### src/hdl/jsu_pkg.sv
// Package for the JSON string unescaper: decoder state and result types,
// character codes and the hex digit decode function. No dependencies.

package jsu_pkg;

	localparam int unsigned MAX_RESULTS = 5;

	localparam logic [7:0] CH_BSLASH = 8'h5C;
	localparam logic [7:0] CH_U      = 8'h75;
	localparam logic [7:0] CH_N      = 8'h6E;
	localparam logic [7:0] CH_T      = 8'h74;
	localparam logic [7:0] CH_R      = 8'h72;
	localparam logic [7:0] CH_LF     = 8'h0A;
	localparam logic [7:0] CH_TAB    = 8'h09;
	localparam logic [7:0] CH_CR     = 8'h0D;

	localparam logic [7:0]  UTF8_LEAD2 = 8'hC0;
	localparam logic [7:0]  UTF8_LEAD3 = 8'hE0;
	localparam logic [7:0]  UTF8_CONT  = 8'h80;
	localparam logic [5:0]  UTF8_MASK  = 6'h3F;
	localparam logic [15:0] CP_2BYTE   = 16'h0080;
	localparam logic [15:0] CP_3BYTE   = 16'h0800;

	typedef enum logic [2:0] {
		MODE_TEXT = 3'b001,
		MODE_ESC  = 3'b010,
		MODE_HEX  = 3'b100
	} mode_t;

	typedef struct packed {
		mode_t       mode;
		logic [1:0]  cnt;    // hex digits held, 0..3
		logic [11:0] cp;     // value of the held digits
	} dec_state_t;

	typedef struct packed {
		logic [4:0][7:0] bytes;  // entry 0 goes out first
		logic [2:0]      cnt;    // number of valid entries, 0..5
		logic            last;   // marks the final entry
	} res_t;

	typedef struct packed {
		logic       valid;
		logic [3:0] value;
	} hex_t;

	function automatic hex_t hex_decode(input logic [7:0] b);
		hex_t h;
		h.valid = 1'b1;
		h.value = 4'd0;
		if (b >= 8'h30 && b <= 8'h39) begin
			h.value = 4'(b - 8'h30);
		end else if (b >= 8'h61 && b <= 8'h66) begin
			h.value = 4'(b - 8'h57);
		end else if (b >= 8'h41 && b <= 8'h46) begin
			h.value = 4'(b - 8'h37);
		end else begin
			h.valid = 1'b0;
		end
		return h;
	endfunction

endpackage

### src/hdl/jsu_step.sv
// Escape decoder: holds the decode state and held hex digits, and turns one
// registered input byte into up to five result bytes. Uses jsu_pkg.

module jsu_step import jsu_pkg::*; (
	input  logic       clk,
	input  logic       arst_n,
	input  logic       adv,       // item leaves the input stage this cycle
	input  logic [7:0] byte_in,
	input  logic       last_in,
	output res_t       res
);

	dec_state_t st_q;
	dec_state_t nxt;
	logic [7:0] held_q [3];
	logic       held_we;
	hex_t       hx;
	logic [2:0] tail;
	logic [15:0] cp16;

	always_comb begin
		hx      = hex_decode(byte_in);
		cp16    = {st_q.cp, hx.value};
		tail    = 3'({1'b0, st_q.cnt}) + 3'd1;
		nxt     = st_q;
		held_we = 1'b0;
		res     = '0;
		res.last = last_in;
		unique case (st_q.mode)
			MODE_ESC: begin
				nxt.mode = MODE_TEXT;
				if (byte_in == CH_U && !last_in) begin
					nxt.mode = MODE_HEX;
					nxt.cnt  = 2'd0;
					nxt.cp   = '0;
				end else begin
					unique case (byte_in)
						CH_N:    res.bytes[0] = CH_LF;
						CH_T:    res.bytes[0] = CH_TAB;
						CH_R:    res.bytes[0] = CH_CR;
						default: res.bytes[0] = byte_in;
					endcase
					res.cnt = 3'd1;
				end
			end
			MODE_HEX: begin
				// flush layout: 'u', held digits, then the current byte unless it is a backslash that opens a new escape
				if (!hx.valid || (last_in && st_q.cnt != 2'd3)) begin
					res.bytes[0] = CH_U;
					res.bytes[1] = held_q[0];
					res.bytes[2] = held_q[1];
					res.bytes[3] = held_q[2];
					nxt.cnt  = 2'd0;
					nxt.cp   = '0;
					nxt.mode = MODE_TEXT;
					if (!hx.valid && byte_in == CH_BSLASH && !last_in) begin
						nxt.mode = MODE_ESC;
						res.cnt  = tail;
					end else begin
						res.bytes[tail] = byte_in;
						res.cnt         = tail + 3'd1;
					end
				end else if (st_q.cnt == 2'd3) begin
					if (cp16 < CP_2BYTE) begin
						res.bytes[0] = cp16[7:0];
						res.cnt      = 3'd1;
					end else if (cp16 < CP_3BYTE) begin
						res.bytes[0] = UTF8_LEAD2 | {3'b000, cp16[10:6]};
						res.bytes[1] = UTF8_CONT | {2'b00, cp16[5:0] & UTF8_MASK};
						res.cnt      = 3'd2;
					end else begin
						res.bytes[0] = UTF8_LEAD3 | {4'h0, cp16[15:12]};
						res.bytes[1] = UTF8_CONT | {2'b00, cp16[11:6] & UTF8_MASK};
						res.bytes[2] = UTF8_CONT | {2'b00, cp16[5:0] & UTF8_MASK};
						res.cnt      = 3'd3;
					end
					nxt.mode = MODE_TEXT;
					nxt.cnt  = 2'd0;
					nxt.cp   = '0;
				end else begin
					held_we = 1'b1;
					nxt.cp  = {st_q.cp[7:0], hx.value};
					nxt.cnt = st_q.cnt + 2'd1;
				end
			end
			default: begin
				if (byte_in == CH_BSLASH && !last_in) begin
					nxt.mode = MODE_ESC;
				end else begin
					nxt.mode     = MODE_TEXT;
					res.bytes[0] = byte_in;
					res.cnt      = 3'd1;
				end
			end
		endcase
		// a string end always drops back to plain text
		if (last_in) begin
			nxt.mode = MODE_TEXT;
			nxt.cnt  = 2'd0;
			nxt.cp   = '0;
		end
	end

	always_ff @(posedge clk or negedge arst_n) begin
		if (!arst_n) begin
			st_q.mode <= MODE_TEXT;
			st_q.cnt  <= 2'd0;
			st_q.cp   <= '0;
		end else if (adv) begin
			st_q <= nxt;
		end
	end

	always_ff @(posedge clk) begin
		if (adv && held_we) begin
			held_q[st_q.cnt] <= byte_in;
		end
	end

endmodule

### src/hdl/jsu_obuf.sv
// Result register: holds the bytes of one item and shifts them out one
// transfer at a time. Uses jsu_pkg.

module jsu_obuf import jsu_pkg::*; (
	input  logic       clk,
	input  logic       arst_n,
	input  logic       load,
	input  res_t       res,
	output logic       free,      // can take a new result this cycle
	output logic       m_tvalid,
	input  logic       m_tready,
	output logic [7:0] m_tdata,   // out_byte
	output logic       m_tlast    // out_last
);

	logic [4:0][7:0] buf_q;
	logic [2:0]      rem_q;
	logic            last_q;
	logic            pop;

	assign m_tvalid = (rem_q != 3'd0);
	assign m_tdata  = buf_q[0];
	assign m_tlast  = last_q && (rem_q == 3'd1);
	assign pop      = m_tvalid && m_tready;
	assign free     = (rem_q == 3'd0) || ((rem_q == 3'd1) && m_tready);

	always_ff @(posedge clk or negedge arst_n) begin
		if (!arst_n) begin
			rem_q <= 3'd0;
		end else if (load) begin
			rem_q <= res.cnt;
		end else if (pop) begin
			rem_q <= rem_q - 3'd1;
		end
	end

	always_ff @(posedge clk) begin
		if (load) begin
			buf_q  <= res.bytes;
			last_q <= res.last;
		end else if (pop) begin
			// advance to the next byte
			buf_q <= {8'h00, buf_q[4:1]};
		end
	end

endmodule

### src/hdl/json_string_unescape_utf8.sv
// JSON string content unescaper with UTF-8 output for \uXXXX escapes.
//
// Input stream (s_*): one raw content byte per transfer in s_tdata, s_tlast
// on the final byte of the string. Output stream (m_*): decoded bytes, one per
// transfer, m_tlast on the final decoded byte of the string.
// An input byte yields zero to five output bytes: none for a backslash or a
// held hex digit, one to three for a finished escape, up to five when a bad
// digit or an early string end flushes a partial \u escape.
// Each input byte is captured in the input register, decoded combinationally
// and its result bytes loaded into the result register, which presents them.
// Throughput: one input byte per cycle while each byte yields at most one
// output byte and m_tready stays high; the output side moves one byte per
// cycle when m_tready is high; the next item waits until the result drains.
// The input register takes a new byte while the result register drains its
// final byte, so no bubble appears between items.
// Reset clears the decoder to plain text and empties both registers.
// When the receiver stalls, the result register holds its byte and the input
// side stops after one more byte is held in the input register.
// Uses jsu_pkg, jsu_step, jsu_obuf.

module json_string_unescape_utf8 import jsu_pkg::*; (
	input  logic       clk,
	input  logic       arst_n,
	input  logic       s_tvalid,
	output logic       s_tready,
	input  logic [7:0] s_tdata,   // in_byte
	input  logic       s_tlast,   // in_last
	output logic       m_tvalid,
	input  logic       m_tready,
	output logic [7:0] m_tdata,   // out_byte
	output logic       m_tlast    // out_last
);

	logic       valid_s1;
	logic [7:0] byte_s1;
	logic       last_s1;
	logic       obuf_free;
	logic       adv;
	logic       load;
	res_t       res;

	assign adv      = valid_s1 && obuf_free;
	assign load     = adv && (res.cnt != 3'd0);
	assign s_tready = !valid_s1 || obuf_free;

	always_ff @(posedge clk or negedge arst_n) begin
		if (!arst_n) begin
			valid_s1 <= 1'b0;
		end else if (s_tready) begin
			valid_s1 <= s_tvalid;
		end
	end

	always_ff @(posedge clk) begin
		if (s_tready && s_tvalid) begin
			byte_s1 <= s_tdata;
			last_s1 <= s_tlast;
		end
	end

	jsu_step u_step (
		.clk     (clk),
		.arst_n  (arst_n),
		.adv     (adv),
		.byte_in (byte_s1),
		.last_in (last_s1),
		.res     (res)
	);

	jsu_obuf u_obuf (
		.clk      (clk),
		.arst_n   (arst_n),
		.load     (load),
		.res      (res),
		.free     (obuf_free),
		.m_tvalid (m_tvalid),
		.m_tready (m_tready),
		.m_tdata  (m_tdata),
		.m_tlast  (m_tlast)
	);

	a_rem_bound: assert property (@(posedge clk) disable iff (!arst_n)
		u_obuf.rem_q <= 3'(MAX_RESULTS))
		else $error("result count above maximum");

	a_cnt_hex_only: assert property (@(posedge clk) disable iff (!arst_n)
		(u_step.st_q.mode != MODE_HEX) |-> (u_step.st_q.cnt == 2'd0))
		else $error("hex digits held outside a unicode escape");

	a_load_shows: assert property (@(posedge clk) disable iff (!arst_n)
		load |=> m_tvalid)
		else $error("loaded result not presented");

	a_last_resets: assert property (@(posedge clk) disable iff (!arst_n)
		(adv && last_s1) |=> (u_step.st_q.mode == MODE_TEXT))
		else $error("decoder not back in text after string end");

endmodule
### config.mk
export PLATFORM = sky130hd
export DESIGN_NAME = json_string_unescape_utf8
export DESIGN_NICKNAME = d
export VERILOG_FILES = /design/src/hdl/jsu_pkg.sv /design/src/hdl/jsu_step.sv /design/src/hdl/jsu_obuf.sv /design/src/hdl/json_string_unescape_utf8.sv
export SDC_FILE = /design/constraint.sdc
export NUM_CORES = 1
export LEC_CHECK = 0
export BUFFER_PORTS_ARGS = -buffer_cell sky130_fd_sc_hd__buf_2
export CAP_MARGIN = 20
export CORE_MARGIN = 5
export CORE_UTILIZATION = 58
export DETAILED_ROUTE_END_ITERATION = 8
export PLACE_DENSITY = 0.86
export SYNTH_ARGS = -nofsm -noshare
export SYNTH_HDL_FRONTEND = slang
export SYNTH_HIERARCHICAL = 1
export SYNTH_SLANG_ARGS = --single-unit
export TNS_END_PERCENT = 5
### constraint.sdc
create_clock -name clk -period 4.2 [get_ports clk]
set_input_delay 0.84 -clock clk [delete_from_list [all_inputs] [get_ports clk]]
set_output_delay 0.84 -clock clk [all_outputs]
set_load 0.01 [all_outputs]
==> metrics.txt <==
status completed; share of cells above drive strength 1 21.8%; Die Ht 106 µm; Root Driver clkbuf_8; row count 35; antenna cells 0; Clock Pin Slew Worst Setup and Hold Paths 0.10 ns; Final Cycle Share 89.8%; Top-Level Pins 24; synthesized instance count 465; Netlist Area Pre-Place 5350 µm²; Yosys reg bits 95; GR Util All Layers 22.8%; total gr overflow 0; antenna viol nets, final 0; fillcell total 702; largest net degree at the start of global routing 42; Yosys cell types 69; RSZ-0062 raised after global routing no; MaxCap Viol Count 0; Worst Hold Class in -> async; H-Tree Depth 3; initial DRC count 426; core area 9110 µm²; area leader, netlist edfxtp_1; area delta synth->final 5.62%; clock skew 0.00907 ns; VDD IR max 418 µV; Setup Fix Bufs, Post-CTS 0; CP Capture Type flop; post-synth top area share 41.6%; P_leak 2.17 nW; # clock sinks 95; reg2reg start byte_s1[0]$_DFFE_PP_; via/cell ratio 6.47; CP max FO 41; Post-CTS Resized 0; TritonCTS Buffers 9; Reg2Reg Setup Slack 0.43 ns; setup_tns 0 ns; Worst Path Required 4.31 ns; initial antenna violation count 0; Slew headroom 49.0%; Fin. Hold Viols 0; nets@finish 500; fin area 5650 µm²; Residual DRC 0; worst slew pin tran 0.765 ns; Final GP Congestion 0.978; die width 106 µm; IO buf count 23; DP HPWL 8470 µm; Post-synth EDFFs 74; predominant post-synthesis flop cell edfxtp_1; Power Density 570 nW/µm²; drt pass-1 iters 5; Critical Path Source Type flop; FMAX 265 MHz; Initial Util 58.7%; type of the worst setup path reg -> reg; drt total wl 12400 µm; R2R cell count 10; first-pass GRT wire length 20000 µm; max-slew violations 0; vias after detailed routing 3810; clk_lat worst skew 0.36 ns; r2r endpoint u_obuf/buf_q[12]$_DFFE_PP_; minimum clock period 3.77 ns; Syn Nets 492; sequential area share after synthesis 51.4%; ys async rst share 22.1%; Syn Area/Cell 11.5 µm²; final setup vio count 0; vias in the first global route 3726; Synth Warn # 6; CP arrival 3.88 ns; Placement Cell Area 5440 µm²; hold buffers post-CTS 0; Longest Clk Path Bufs 2; die area 11200 µm²; routed length per instance 21.0 µm; CTS tree yes; Synth area leaders edfxtp_1 42%, dfrtp_1 9.4%, mux2_2 6.3%, nand2_1 3.6%, ha_1 3.3%
kinds of logic (layout without fill, tap and decap cells):
logic type      Yosys count  count (layout)  share of synthesized area (%)
simple gates            158             158                           16.3
xor+xnor                  5               5                          0.819
fa+ha+maj                14              14                           3.28
mux                      44              44                           9.32
compound gates          102             102                           13.7
flops                    95              95                           51.4
buf+inv                  47              60                           5.10
state kept, by name, indices dropped and copies added (netlist names):
name,flops
u_step/cp16,12
u_obuf/m_tdata,8
u_obuf/rem_q,3
valid_s1,1
u_step/st_q,5
last_s1,1
u_step/held_q,24
u_obuf/last_q,1
byte_s1,8
u_obuf/buf_q,32
cell type report:
class / instances / area, µm² / area share (%)
Sequential cell: 95 / 2750 / 48.7
Multi-Input combinational cell: 323 / 2320 / 41.2
Tap cell: 111 / 139 / 2.46
Clock inverter: 6 / 75.1 / 1.33
Timing Repair Buffer: 33 / 190 / 3.37
Inverter: 11 / 41.3 / 0.731
Clock buffer: 10 / 128 / 2.26
worst max path at each step:
stage | start | to | slack [ns]
5_1_grt | byte_s1[0]$_DFFE_PP_ | u_obuf/buf_q[12]$_DFFE_PP_ | 0.18
4_1_cts | byte_s1[0]$_DFFE_PP_ | u_obuf/buf_q[12]$_DFFE_PP_ | 0.50
3_5_place_dp | byte_s1[0]$_DFFE_PP_ | u_obuf/buf_q[12]$_DFFE_PP_ | 0.52
3_3_place_gp | byte_s1[0]$_DFFE_PP_ | u_obuf/m_tdata[2]$_DFFE_PP_ | 0.59
6_report | byte_s1[0]$_DFFE_PP_ | u_obuf/buf_q[12]$_DFFE_PP_ | 0.43
2_1_floorplan | byte_s1[0]$_DFFE_PP_ | u_obuf/buf_q[10]$_DFFE_PP_ | 0.39
worst max-delay path: stages, from the launching register on:
cell and delay [ns]:
edfxtp_1 0.49, inv_1 0.13, ha_1 0.28, nand4bb_1 0.13, or2_1 0.62, nand2_1 0.38
xnor2_1 0.22, nor2_1 0.13, o31a_2 0.24, buf_4 0.45, mux2_2 0.40
power breakdown:
group	internal (mW)	switching, mW	total (mW)	leakage (nW)
Sequential	1.41	0.140	1.55	1.00
Combinational	0.449	0.591	1.04	1.07
Clock	0.285	0.338	0.623	0.0994
synthesized netlist by cell type (4+ instances only):
library cell,number
nand2_1,51
nand2b_1,4
o21ai_0,13
a22o_1,11
buf_2,8
nand2_2,4
inv_1,11
ha_1,14
and2_1,24
xnor2_1,5
edfxtp_1,74
mux2_4,4
dfrtp_1,20
mux2i_1,10
a31oi_1,6
o22ai_1,4
mux2_2,30
clkbuf_1,9
nand3_1,18
a21oi_1,24
nor2_1,26
a221oi_1,4
buf_6,5
buf_4,13
cells in the final DEF, fill, tap and decap left out, types with 6 or more instances in the layout:
master    Yosys  routed
and2_1       24      24
buf_4        13      10
nand3_1      18      18
buf_2         8      23
clkbuf_8      0       9
o21ai_0      13      13
inv_1        11      11
ha_1         14      14
edfxtp_1     74      74
a31oi_1       6       6
nor2_1       26      26
nand2_1      51      51
mux2i_1      10      10
a22o_1       11      11
dfrtp_1      20      20
mux2_2       30      30
a21oi_1      24      24
routing by layer:
layer / wire length, µm / global-route usage, % / vias up
met5: 0 / 0 / -
met4: 297 / 7.12 / 0
met3: 1030 / 4.07 / 38
met2: 5980 / 37.7 / 210
met1: 5040 / 30.8 / 1829
li1: - / - / 1733
stage by stage:
| stage | setup slack [ns] | hold WS (ns) | utilization, % | cells | power [mW] |
|---|---|---|---|---|---|
| floorplan | 0.395 | 0.458 | - | 465 | 2.40 |
| global placement | 0.587 | 0.493 | 59.8 | 573 | 2.56 |
| detailed placement | 0.525 | 0.522 | 59.8 | 573 | 2.61 |
| CTS | 0.498 | 0.432 | 62.0 | 589 | 3.23 |
| global route | 0.180 | 0.451 | 62.0 | 589 | 3.39 |
| finish | 0.429 | 0.426 | 62.0 | 589 | 3.22 |
No activity file was read; power rests on OpenSTA's default activity.
